<file path="src/rtl/sida_pkg.sv">
package sida_pkg;

   localparam int VALUE_FIELD_BITS       = 32;
   localparam int CHAR_BITS              = 6;
   localparam int CHAR_TDATA_BITS        = 8;
   localparam int DEFAULT_VALUE_BITS     = 32;
   localparam int DEFAULT_DECIMAL_DIGITS = 10;
   localparam int BCD_BITS               = 4;

   typedef logic [CHAR_BITS-1:0] char_type;

   localparam char_type ASCII_ZERO  = char_type'(48);
   localparam char_type ASCII_MINUS = char_type'(45);

endpackage

</file>
<file path="src/rtl/signed_int_to_decimal_ascii_unit.sv">
// Channel   Dir  Word                                 Marks
// req_      in   tdata[31:0] value (two's complement)  -
// rsp_      out  tdata[5:0] character, [7:6] zero     tlast = final character of a number
//
// Sequence: the bit-serial double dabble loop (one magnitude bit per cycle)
// is followed by the character unloader, which sends a minus sign for a
// negative value and then one BCD digit per cycle while the output register
// is free (rsp_tready does not hold it), leading zeros dropped.
// Reset: synchronous, active high; clears the sequencer and the output valid.
// Stalls: rsp_tready low holds the output register and the unloader; the next
// req word is taken as soon as the last character sits in the output register.
module signed_int_to_decimal_ascii_unit
   import sida_pkg::*;
#(
   parameter int VALUE_BITS     = DEFAULT_VALUE_BITS,
   parameter int DECIMAL_DIGITS = DEFAULT_DECIMAL_DIGITS
) (
   input  logic                         clock,
   input  logic                         reset,
   input  logic                         req_tvalid,
   output logic                         req_tready,
   input  logic [VALUE_FIELD_BITS-1:0]  req_tdata,   // [31:0] value
   output logic                         rsp_tvalid,
   input  logic                         rsp_tready,
   output logic [CHAR_TDATA_BITS-1:0]   rsp_tdata,   // [5:0] character, [7:6] zero
   output logic                         rsp_tlast
);

   localparam int BCD_W   = DECIMAL_DIGITS * BCD_BITS;
   localparam int BIT_W   = $clog2(VALUE_BITS);
   localparam int DIG_W   = $clog2(DECIMAL_DIGITS + 1);

   localparam logic [1:0] ST_IDLE   = 2'd0;
   localparam logic [1:0] ST_DABBLE = 2'd1;
   localparam logic [1:0] ST_EMIT   = 2'd2;

   logic [1:0]              state_ff, state_in;
   logic [VALUE_BITS-1:0]   mag_ff, mag_in;
   logic [BCD_W-1:0]        bcd_ff, bcd_in;
   logic                    neg_ff, neg_in;
   logic                    started_ff, started_in;
   logic [BIT_W-1:0]        bit_cnt_ff, bit_cnt_in;
   logic [DIG_W-1:0]        dig_left_ff, dig_left_in;
   logic                    out_valid_ff, out_valid_in;
   char_type                out_char_ff, out_char_in;
   logic                    out_last_ff, out_last_in;

   logic [VALUE_BITS+VALUE_FIELD_BITS-1:0] value_wide;
   logic [VALUE_BITS-1:0]   value_cut;
   logic [BCD_W-1:0]        bcd_adj;
   logic [BCD_BITS-1:0]     top_digit;
   logic                    out_free;
   logic                    req_take;

   // Low VALUE_BITS of the word, zero-extended when the value is wider.
   assign value_wide = {{VALUE_BITS{1'b0}}, req_tdata};
   assign value_cut  = value_wide[VALUE_BITS-1:0];

   assign req_tready = (state_ff == ST_IDLE);
   assign req_take   = req_tvalid && req_tready;
   assign out_free   = !out_valid_ff || rsp_tready;
   assign top_digit  = bcd_ff[BCD_W-1 -: BCD_BITS];

   // Add 3 to every digit of five or more ahead of the shift.
   always_comb begin
      bcd_adj = bcd_ff;
      for (int d = 0; d < DECIMAL_DIGITS; d++) begin
         if (bcd_ff[d*BCD_BITS +: BCD_BITS] >= BCD_BITS'(5)) begin
            bcd_adj[d*BCD_BITS +: BCD_BITS] =
               bcd_ff[d*BCD_BITS +: BCD_BITS] + BCD_BITS'(3);
         end
      end
   end

   always_comb begin
      state_in     = state_ff;
      mag_in       = mag_ff;
      bcd_in       = bcd_ff;
      neg_in       = neg_ff;
      started_in   = started_ff;
      bit_cnt_in   = bit_cnt_ff;
      dig_left_in  = dig_left_ff;
      out_valid_in = out_valid_ff && !rsp_tready;
      out_char_in  = out_char_ff;
      out_last_in  = out_last_ff;

      unique case (state_ff)
         ST_IDLE: begin
            if (req_take) begin
               // Take the magnitude in full width, so the most negative value
               // maps to 2^(VALUE_BITS-1).
               neg_in      = value_cut[VALUE_BITS-1];
               mag_in      = value_cut[VALUE_BITS-1] ?
                             (~value_cut + VALUE_BITS'(1)) : value_cut;
               bcd_in      = '0;
               bit_cnt_in  = BIT_W'(VALUE_BITS - 1);
               dig_left_in = DIG_W'(DECIMAL_DIGITS);
               started_in  = 1'b0;
               state_in    = ST_DABBLE;
            end
         end
         ST_DABBLE: begin
            // Shift one magnitude bit into the BCD accumulator; drop the
            // carry out of the top digit.
            {bcd_in, mag_in} = {bcd_adj[BCD_W-2:0], mag_ff, 1'b0};
            bit_cnt_in       = bit_cnt_ff - BIT_W'(1);
            if (bit_cnt_ff == '0) begin
               state_in = ST_EMIT;
            end
         end
         ST_EMIT: begin
            if (neg_ff) begin
               if (out_free) begin
                  out_valid_in = 1'b1;
                  out_char_in  = ASCII_MINUS;
                  out_last_in  = 1'b0;
                  neg_in       = 1'b0;
               end
            end else if (!started_ff && top_digit == '0 && dig_left_ff != DIG_W'(1)) begin
               // Leading zero: drop it without a character.
               bcd_in      = {bcd_ff[BCD_W-BCD_BITS-1:0], {BCD_BITS{1'b0}}};
               dig_left_in = dig_left_ff - DIG_W'(1);
            end else if (out_free) begin
               out_valid_in = 1'b1;
               out_char_in  = ASCII_ZERO + char_type'(top_digit);
               out_last_in  = (dig_left_ff == DIG_W'(1));
               started_in   = 1'b1;
               bcd_in       = {bcd_ff[BCD_W-BCD_BITS-1:0], {BCD_BITS{1'b0}}};
               dig_left_in  = dig_left_ff - DIG_W'(1);
               if (dig_left_ff == DIG_W'(1)) begin
                  state_in = ST_IDLE;
               end
            end
         end
         default: begin
            state_in = ST_IDLE;
         end
      endcase
   end

   always_ff @(posedge clock) begin
      if (reset) begin
         state_ff     <= ST_IDLE;
         out_valid_ff <= 1'b0;
         neg_ff       <= 1'b0;
         started_ff   <= 1'b0;
         bit_cnt_ff   <= '0;
         dig_left_ff  <= '0;
      end else begin
         state_ff     <= state_in;
         out_valid_ff <= out_valid_in;
         neg_ff       <= neg_in;
         started_ff   <= started_in;
         bit_cnt_ff   <= bit_cnt_in;
         dig_left_ff  <= dig_left_in;
      end
   end

   // Payload: no reset needed.
   always_ff @(posedge clock) begin
      mag_ff      <= mag_in;
      bcd_ff      <= bcd_in;
      out_char_ff <= out_char_in;
      out_last_ff <= out_last_in;
   end

   assign rsp_tvalid = out_valid_ff;
   assign rsp_tdata  = {{(CHAR_TDATA_BITS-CHAR_BITS){1'b0}}, out_char_ff};
   assign rsp_tlast  = out_last_ff;

   // A taken word always starts the dabble loop.
   assert property (@(posedge clock) disable iff (reset)
      req_tvalid && req_tready |=> state_ff == ST_DABBLE)
      else $error("accepted word did not start conversion");

   // Only a minus sign or a decimal digit leaves the block.
   assert property (@(posedge clock) disable iff (reset)
      rsp_tvalid |-> (out_char_ff == ASCII_MINUS) ||
                     (out_char_ff >= ASCII_ZERO && out_char_ff <= ASCII_ZERO + char_type'(9)))
      else $error("character out of range");

   // The minus sign never ends a number.
   assert property (@(posedge clock) disable iff (reset)
      rsp_tvalid && out_char_ff == ASCII_MINUS |-> !rsp_tlast)
      else $error("minus sign marked last");

   // Returning to idle means the last digit was just loaded.
   assert property (@(posedge clock) disable iff (reset)
      state_ff == ST_EMIT && state_in == ST_IDLE |=> rsp_tvalid && rsp_tlast)
      else $error("left emit without a final character");

endmodule
</file>
<file path="config.mk">
export PLATFORM = sky130hd
export DESIGN_NAME = signed_int_to_decimal_ascii_unit
export DESIGN_NICKNAME = d
export VERILOG_FILES = /design/src/rtl/sida_pkg.sv /design/src/rtl/signed_int_to_decimal_ascii_unit.sv
export SDC_FILE = /design/constraint.sdc
export NUM_CORES = 1
export LEC_CHECK = 0
export BUFFER_PORTS_ARGS = -buffer_cell sky130_fd_sc_hd__buf_2
export CORE_MARGIN = 2
export CORE_UTILIZATION = 50
export DETAILED_ROUTE_END_ITERATION = 6
export GPL_TIMING_DRIVEN = 0
export PLACE_DENSITY = 0.68
export SYNTH_ARGS = -nofsm -noshare
export SYNTH_HDL_FRONTEND = slang
export SYNTH_SLANG_ARGS = --single-unit
export TNS_END_PERCENT = 20
</file>
<file path="constraint.sdc">
create_clock -name clock -period 7.06 [get_ports clock]
set_input_delay 1.059 -clock clock [delete_from_list [all_inputs] [get_ports clock]]
set_output_delay 1.059 -clock clock [all_outputs]
set_load 0.02 [all_outputs]
</file>
# Word level (Yosys, flattened, before mapping)
# Cells that the tools add are included.
word_totals:
  in_bits: 36
  wordCells: 121
  out_inout_bits: 11
  reg_bits: 93
op_classes:
  n_lt_le_gt_ge: 10
  reduce_logical: 21
  n_eq_ne: 12
  bitwise_logic: 1
  n_addsub: 14
  n_mux: 53
op_table:
  columns: ["operator", "n"]
  rows:
  - ["$mux 40", 4]
  - ["$pmux 40 s3", 1]
  - ["$mux 32", 2]
  - ["$pmux 32 s2", 1]
  - ["$mux 4", 13]
  - ["$ge 4x3->1 const B", 10]
  - ["$add 4x2->4 const B", 9]
  - ["$add 32x1->32 const B", 1]
  - ["$not 32->32", 1]
  - ["$mux 6", 4]
  - ["$mux 1", 15]
  - ["$mux 2", 6]
  - ["$ne 2x2->1 const B", 6]
  - ["$pmux 5 s2", 1]
  - ["$pmux 4 s2", 1]
  - ["$reduce_and 4->1", 2]
  - ["$add 5x5->6 const A", 1]
  - ["$pmux 2 s3", 1]
  - ["$reduce_and 6->1", 1]
  - ["$logic_not 5->1", 1]
  - ["$mux 5", 1]
  - ["$reduce_and 5->1", 1]
  - ["$sub 5x1->5 const B", 1]
  - ["$eq 4x1->1 const B", 1]
  - ["other kinds (18)", 26]

# Longest topological paths before layout
# Gate-level depths: netlist of run 1.
logic_depth:
  ltp_word: 6
  depth_mapped: 8
  ltp_nobuf: 7

# Worst setup path after synthesis of run 1
# Ideal clock, no wire load.
synth_timing:
  kind: "flip-flop to flip-flop"
  from: "register state_ff[1]"
  to: "register bit_cnt_ff[4]"
  setup_time_ns: 0.103
  path_stages_with_launch: 8
  path_buffers: 1
  arrival_ns: 3.949
  period_less_slack_ns: 4.052
  required_time_ns: 6.957
  slack_ns: 3.008
  path_cell_list: "dfxtp_1 -> inv_1 -> ha_1 -> clkbuf_1 -> clkinv_1 -> o21ai_0 -> a21oi_1 -> a211oi_1"
synth_between:
  elab_chain_cells: 4
  elab_cells_between_ends: 7
  classes_between: "eq/ne: 2; mux: 1; reduce/logical: 4"
synth_lines:
  columns: ["element", "line_no", "rtl"]
  rows:
  - ["start, declared", "signed_int_to_decimal_ascii_unit.sv:37", "logic [1:0] state_ff, state_in;"]
  - ["start signal, assigned", "signed_int_to_decimal_ascii_unit.sv:150", "state_ff <= state_in;"]
  - ["$logic_not 2->1", "signed_int_to_decimal_ascii_unit.sv:59, signed_int_to_decimal_ascii_unit.sv:87", null]
  - ["$logic_and 1x1->1", "signed_int_to_decimal_ascii_unit.sv:60", "assign req_take = req_tvalid && req_tready;"]
  - ["$ne 2x1->1 (no line)", null, null]
  - ["$reduce_and 2->1 (no line)", null, null]
  - ["end signal, assigned", "signed_int_to_decimal_ascii_unit.sv:154", "bit_cnt_ff <= bit_cnt_in;"]
  - ["end, declared", "signed_int_to_decimal_ascii_unit.sv:42", "logic [BIT_W-1:0] bit_cnt_ff, bit_cnt_in;"]
# Several ways; a longest one is shown, not always the timed one.
# A chain may end at the register's enable or synchronous reset.

# Worst setup path in the final report of run 1
layout_timing:
  from: "input port req_tdata[2]"
  to: "register mag_ff[29], data pin"
layout_between:
  elab_chain_cells: 5
layout_lines:
  columns: ["element", "line_no", "rtl"]
  rows:
  - ["start, declared", "signed_int_to_decimal_ascii_unit.sv:22", "input logic [VALUE_FIELD_BITS-1:0] req_tdata,"]
  - ["$not 32->32", "signed_int_to_decimal_ascii_unit.sv:94", "(~value_cut + VALUE_BITS'(1)) : value_cut;"]
  - ["$add 32x1->32", "signed_int_to_decimal_ascii_unit.sv:94", null]
  - ["$mux 32", "signed_int_to_decimal_ascii_unit.sv:93", "mag_in = value_cut[VALUE_BITS-1] ?"]
  - ["$mux 32", "signed_int_to_decimal_ascii_unit.sv:89", "if (req_take) begin"]
  - ["$pmux 32 s2", "signed_int_to_decimal_ascii_unit.sv:87", "unique case (state_ff)"]
  - ["via mag_in[29]", "signed_int_to_decimal_ascii_unit.sv:38", "logic [VALUE_BITS-1:0] mag_ff, mag_in;"]
  - ["end signal, assigned", "signed_int_to_decimal_ascii_unit.sv:161", "mag_ff <= mag_in;"]
  - ["end, declared", "signed_int_to_decimal_ascii_unit.sv:38", null]
# The timed path passes the listed nets, and every way through them passes these cells. The select of a mux whose other input is x is not followed.

==> results of run 1 <==
## cell type report
class,count,area share
clock inverters,6,0.0133
clock buffers,10,0.0363
well taps,143,0.0272
flip-flops and latches,92,0.399
repair buffers,44,0.0392
multi-input cells,425,0.447
plain buffers,30,0.0200
inverters,32,0.0183
## power by group through the flow
stage	Sequential, W	Clock (W)	Combinational [W]
final	0.00109	0.000527	0.00130
after global placement	0.00111	0	0.00119
after detailed placement	0.00109	0	0.00130
after floorplan	0.00106	0	0.000929
after CTS	0.00108	0.000535	0.00130
after global routing	0.00111	0.000558	0.00145
## path summary, 6_finish.rpt
path,endpoint,slack (ps)
worst max-delay path,mag_ff[29],3930
worst min-delay path,dig_left_ff[2],500
worst max register to register,bcd_ff[30],4380
worst min register to register,dig_left_ff[2],500
## state kept, by name, indices dropped and copies added (netlist names)
signal,flops
rsp_tvalid,1
rsp_tlast,1
mag_ff,32
bit_cnt_ff,5
bcd_ff,40
dig_left_ff,4
neg_ff,1
state_ff,2
started_ff,1
out_char_ff,5
## worst reg2reg max path, delay by kind of cell, from the launching register on
| family | cells | cell delay [ps] |
|---|---|---|
| and+or+nand+nor | 3 | 640 |
| adders and majority gates | 1 | 190 |
| AOI/OAI and AO/OA | 1 | 500 |
| buffers and inverters | 3 | 770 |
| DFF | 1 | 340 |
## cell usage after synthesis, types with 14 or more instances
library cell  count
edfxtp_1         78
dfxtp_1          14
nor2b_1          27
inv_1            31
nand2_1          64
a21oi_1          20
nor2_1           24
ha_1             29
xor2_1           20
xnor2_1          30
o21ai_0          42
nand2b_1         16
clkbuf_1         20
## metrics by stage
step / instance area, µm² / std cells / util / total power (W)
floorplan: 5800 / 579 / - / 0.00199
global placement: 6180 / 764 / 0.544 / 0.00230
detailed placement: 6250 / 766 / 0.550 / 0.00239
CTS: 6580 / 782 / 0.579 / 0.00292
global route: 6580 / 782 / 0.579 / 0.00312
finish: 6580 / 782 / 0.579 / 0.00291
## metal layers
layer,up-vias,GRT usage
met4,0,0.0938
met1,2213,0.262
met2,126,0.378
met3,25,0.0408
met5,-,0
li1,2193,-
## cell families after synthesis
kind of cell,count (synthesis),share of synthesized area
DFF,92,0.453
buffers and inverters,62,0.0434
muxes,15,0.0289
adders and majority gates,29,0.0626
AOI/OAI and AO/OA,148,0.176
xor gates and xnor gates,50,0.0756
and+or+nand+nor,180,0.159
other,2,0.00130
==> results.sh, run 1 <==
export IMPL_seq_area_frac_synth=0.453
export IMPL_combPwrFrac=0.446
export IMPL_clockRootBuffer="clkbuf_16"
export IMPL_final_cell_mix="edfxtp_1 (78), nand2_1 (64), buf_2 (42)"
export IMPL_maxCapViolCount=0
export IMPL_initial_core_util=0.509
export IMPL_rows=39
export IMPL_rsz0062_at_grt="no"
export IMPL_yosysUniqueCellTypes=53
export IMPL_die_h_um=112
export IMPL_pin_count=47
export IMPL_cts_hold_buf=0
export IMPL_post_dp_hpwl_mm=9.47
export IMPL_drv_slew=0
export IMPL_syn2layout_area_growth_pct=13.6
export IMPL_route_met3_wl_um=638
export IMPL_synth_area_leaders="edfxtp_1 (40%), ha_1 (6.3%), dfxtp_1 (4.8%)"
export IMPL_hold_slack_ps=504
export IMPL_hp_class="register to register"
export IMPL_multi_input_area_mm2=0.00294
export IMPL_via_per_inst=5.83
export IMPL_route_detailed_drc=0
export IMPL_drive_gt1_frac=0.141
export IMPL_crit_buf_inv=1
export IMPL_grt_antenna_before_repair=0
export IMPL_setup_tns_ps=0
export IMPL_worst_slew_pin_slew_ps=753
export IMPL_p_int_w=0.00176
export IMPL_fin_ws_ps=3930
export IMPL_worst_path_largest_cell_delay_ps=600
export IMPL_grt_max_degree=26
export IMPL_numCtsBuffers=9
export IMPL_p_clk_frac=0.181
export IMPL_first_pass_iters=7
export IMPL_ys_seq_elements=92
export IMPL_postSynthAreaPerCell_um2=10.0
export IMPL_required_ps=7250
export IMPL_fin_skew_ps=7.88
export IMPL_highest_layer="met4"
export IMPL_syn_inst=578
export IMPL_synth_edf_count=78
export IMPL_postRouteAntennaNets=0
export IMPL_reg2regPathDepth=8
export IMPL_endpoint_kind="register"
export IMPL_grt_pass1_vias=4526
export IMPL_die_area_mm2=0.0125
export IMPL_cp_startpoint="req_tdata[2]"
export IMPL_synth_top_area_frac=0.404
export IMPL_register_area_mm2=0.00262
export IMPL_vias=4557
export IMPL_cp_start_kind="input port"
export IMPL_drt_iter0_drc=241
export IMPL_p_per_area_mw_per_mm2=443
export IMPL_met2WireLength_mm=6.64
export IMPL_crit_cells=6
export IMPL_clk_pin_slew_ps=60
export IMPL_drt_total_wl_mm=13.3
export IMPL_synth_largest_area_cell="edfxtp_1"
export IMPL_leakagePower_nw=2.41
export IMPL_antenna_cells=0
export IMPL_synthFlopType="edfxtp_1"
export IMPL_h_tree_depth=3
export IMPL_setup_viol=0
export IMPL_switching_share=0.396
export IMPL_finalWorstPathRequiredPeriod_ps=3130
export IMPL_cp_common_cell="nor4_1"
export IMPL_pre_cts_ws_ps=3610
export IMPL_irDropWorstVdd_mv=0.188
export IMPL_crit_fanout=9
export IMPL_clock_latency_ps=350
export IMPL_timing_final_crit_share=0.444
export IMPL_track_usage=0.217
export IMPL_arrival_ps=3320
export IMPL_cts_tree="yes"
export IMPL_holdPathStages=2
export IMPL_relSlewSlack=0.498
export IMPL_critPathKind="input port to register"
export IMPL_layout_commonest_cell="edfxtp_1"
export IMPL_portBuffers=42
export IMPL_ctsResizeCount=0
export IMPL_cts_sinks=92
export IMPL_cts_setup_buffers=0
export IMPL_cp_cell_sequence="buf_2, nor4_1, nand3_1, nor4_1, mux2_2, o21ai_0"
export IMPL_crit_family="simple AND/OR/NAND/NOR gates"
export IMPL_fp_coreArea_mm2=0.0114
export IMPL_p_seq_frac=0.373
export IMPL_async_flop_share=0
export IMPL_avgRoutedWirePerCell_um=17.0
export IMPL_fp_dieW_um=112
export IMPL_ys_warn_count=0
export IMPL_finalHoldViolCount=0
export IMPL_routabilityCongestion=0.854
export IMPL_netlist_area_mm2=0.00579
export IMPL_power_switching_w=0.00115
export IMPL_drt_met1_wl_mm=5.71
export IMPL_grt_pass1_wl_mm=21.7
export IMPL_r2r_start="state_ff[0]"
export IMPL_nNetsFinal=699
export IMPL_clk_path_buf_depth=2
export IMPL_cpMaxStageDelayCell="nor4_1"
export IMPL_status="completed"
export IMPL_fillers=991
export IMPL_overflow=0
export IMPL_max_freq_mhz=319
export IMPL_holdCritStartpoint="dig_left_ff[2]"
No activity file was read; power rests on OpenSTA's default activity.
==> run 2: changes to the inputs <==
--- a/config.mk
+++ b/config.mk
@@ -5,6 +5,7 @@
 export SDC_FILE = /design/constraint.sdc
 export NUM_CORES = 1
 export LEC_CHECK = 0
+export ABC_AREA = 1
 export BUFFER_PORTS_ARGS = -buffer_cell sky130_fd_sc_hd__buf_2
 export CORE_MARGIN = 2
 export CORE_UTILIZATION = 50
==> constraint.sdc (replaced) <==
create_clock -name clock -period 3.24 [get_ports clock]
set_input_delay 0.486 -clock clock [delete_from_list [all_inputs] [get_ports clock]]
set_output_delay 0.486 -clock clock [all_outputs]
set_load 0.02 [all_outputs]
==> run 2 against run 1 <==
Against the previous run:
- sequential cell count unchanged
- largest cell class unchanged
- highest routed layer unchanged
- critical endpoint is now bit_cnt_ff[4]
- cell area up 2.9%
- via count up 18%
==> results.sh, run 2 <==
export IMPL_die_h_um=114
export IMPL_yosysUniqueCellTypes=42
export IMPL_yosys_area_share_simple=0.274
export IMPL_initial_core_util=0.507
export IMPL_cp_start_kind="register"
export IMPL_die_area_mm2=0.0130
export IMPL_grt_pass1_wl_mm=24.0
export IMPL_pin_count=47
export IMPL_post_dp_hpwl_mm=10.5
export IMPL_synth_compound_area_frac=0.127
export IMPL_endpoint_kind="register"
export IMPL_critPathKind="register to register"
export IMPL_postRouteAntennaNets=0
export IMPL_syn_inst=786
export IMPL_rrSetupSlack_ps=810
export IMPL_synth_area_leaders="edfxtp_1 (39%), nand2_1 (12%), a21oi_1 (6.1%)"
export IMPL_layout_commonest_cell="nand2_1"
export IMPL_holdCritStartpoint="rsp_tready"
export IMPL_crit_fanout=39
export IMPL_first_pass_iters=6
export IMPL_postSynthAreaPerCell_um2=7.68
export IMPL_timing_final_crit_share=0.749
export IMPL_clockRootBuffer="clkbuf_16"
export IMPL_multi_input_area_mm2=0.00292
export IMPL_synth_largest_area_cell="edfxtp_1"
export IMPL_r2r_start="state_ff[0]"
export IMPL_total_power_w=0.00636
export IMPL_max_freq_mhz=412
export IMPL_synth_area_mux_share=0
export IMPL_grt_pass1_vias=5019
export IMPL_top_regs="bcd_ff: 40 flops, mag_ff: 32 flops"
export IMPL_syn2layout_area_growth_pct=12.1
export IMPL_grt_max_degree=40
export IMPL_clk_path_buf_depth=2
export IMPL_reg2regPathDepth=8
export IMPL_arrival_ps=2650
export IMPL_drive_gt1_frac=0.124
export IMPL_nNetsFinal=906
export IMPL_setup_tns_ps=0
export IMPL_cts_hold_buf=0
export IMPL_netlist_area_mm2=0.00603
export IMPL_relSlewSlack=0.197
export IMPL_rows=40
export IMPL_p_per_area_mw_per_mm2=940
export IMPL_yosysMostFrequentCell="nand2_1"
export IMPL_cts_setup_buffers=0
export IMPL_fin_skew_ps=4.92
export IMPL_fillers=1114
export IMPL_synth_fa_ha_area_frac=0.0601
export IMPL_largest_reg_flops=40
export IMPL_antenna_cells=0
export IMPL_synth_commonest_cells="nand2_1 (191), nor2_1 (95), inv_1 (88)"
export IMPL_final_cell_mix="nand2_1 (191), nor2_1 (95), inv_1 (88)"
export IMPL_ys_seq_elements=92
export IMPL_leakagePower_nw=2.88
export IMPL_routabilityCongestion=0.896
export IMPL_synth_top_area_frac=0.388
export IMPL_synth_top_family_by_area="simple AND/OR/NAND/NOR gates"
export IMPL_required_ps=3470
export IMPL_final_util=0.568
export IMPL_grt_antenna_before_repair=0
export IMPL_status="completed"
export IMPL_async_flop_share=0
export IMPL_drt_total_wl_mm=14.5
export IMPL_ctsResizeCount=0
export IMPL_h_tree_depth=3
export IMPL_route_detailed_drc=0
export IMPL_place_area_mm2=0.00646
export IMPL_portBuffers=42
export IMPL_register_area_mm2=0.00262
export IMPL_irDropWorstVdd_mv=0.429
export IMPL_numCtsBuffers=9
export IMPL_cts_tree="yes"
export IMPL_hp_class="input port to register"
export IMPL_top_register="bcd_ff"
export IMPL_clk_pin_slew_ps=70
export IMPL_clock_latency_ps=350
export IMPL_fin_area_mm2=0.00677
export IMPL_setup_viol=0
export IMPL_worst_slew_pin_slew_ps=1200
export IMPL_drt_iter0_drc=531
export IMPL_synthFlopType="edfxtp_1"
export IMPL_synth_edf_count=78
export IMPL_rsz0062_at_grt="no"
export IMPL_overflow=0
export IMPL_maxCapViolCount=0
export IMPL_holdPathStages=4
export IMPL_synth_xor_area_frac=0.0189
export IMPL_fp_coreArea_mm2=0.0119
export IMPL_seq_area_frac_synth=0.435
export IMPL_avgRoutedWirePerCell_um=14.6
export IMPL_drv_slew=0
export IMPL_finalHoldViolCount=0
export IMPL_r2r_end="bit_cnt_ff[4]"
export IMPL_finalWorstPathRequiredPeriod_ps=2430
export IMPL_hold_path_endpoint="rsp_tvalid"
export IMPL_fp_dieW_um=114
export IMPL_ys_warn_count=0
export IMPL_vias=5394
export IMPL_cts_sinks=92
export IMPL_via_per_inst=5.43
export IMPL_track_usage=0.234
## run 2: cell types whose count changed in the layout (fill, tap and decap cells not counted), moves of 10 or more
cell       delta
nand3_1      +56
buf_2        +10
a21oi_1      +53
clkbuf_1     -11
xnor2_1      -28
inv_1        +57
nor2b_1      -27
nand2b_1     -16
mux2_2       -10
nor2_1       +72
nand2_1     +127
a2bb2oi_1    -10
## run 2: power breakdown
part	switching (W)	leakage, nW	internal, W
clock	0.000468	0.153	0.000619
combinational	0.00200	1.81	0.000862
sequential	0.000314	0.921	0.00209
## run 2: per-stage QoR
step | instances | hold slack (ps) | setup WS (ps)
3_3_place_gp | 976 | 444 | 24.0
5_1_grt | 993 | 501 | 526
2_1_floorplan | 787 | 430 | 512
4_1_cts | 993 | 425 | 761
3_5_place_dp | 977 | 445 | 745
6_report | 993 | 441 | 813
## run 2: critical path, cell delays in order, from the launching register on
cell and delay [ps]:
dfxtp_1 360, inv_1 90, ha_1 260, inv_2 120, nor2_4 60, a21oi_4 890
nand3_1 200, o21ai_0 230, a21oi_1 80
## run 2: layout make-up
| cell class | count | area share |
|---|---|---|
| Multi-Input combinational cell | 572 | 0.431 |
| Inverter | 95 | 0.0527 |
| Buffer | 28 | 0.0224 |
| Timing Repair Buffer | 43 | 0.0340 |
| Tap cell | 147 | 0.0272 |
| Sequential cell | 92 | 0.388 |
| Clock buffer | 10 | 0.0353 |
| Clock inverter | 6 | 0.00925 |
## run 2: worst max-delay path by stage
| stage | slack, ps | start | depth (start not counted) | to |
|---|---|---|---|---|
| 3_5_place_dp | 750 | state_ff[0] | 8 | bit_cnt_ff[4] |
| 5_1_grt | 530 | state_ff[0] | 8 | bit_cnt_ff[4] |
| 2_1_floorplan | 510 | state_ff[0] | 7 | bcd_ff[0] |
| 6_report | 810 | state_ff[0] | 8 | bit_cnt_ff[4] |
| 3_3_place_gp | 20 | state_ff[0] | 8 | bcd_ff[8] |
| 4_1_cts | 760 | state_ff[0] | 8 | bit_cnt_ff[4] |
## run 2: routing by layer
layer  routed length, µm  track usage  up-vias
met4                 239       0.0837        0
met1                6770        0.311     2521
met5                   0            0        -
li1                    -            -     2715
met3                 669       0.0457       18
met2                6800        0.384      140
## run 2: cell families after synthesis
| logic type | count (synthesis) |
|---|---|
| buf+inv | 123 |
| fa+ha+maj | 29 |
| flops | 92 |
| simple gates | 385 |
| compound gates | 142 |
| other cells | 2 |
| xor+xnor | 13 |
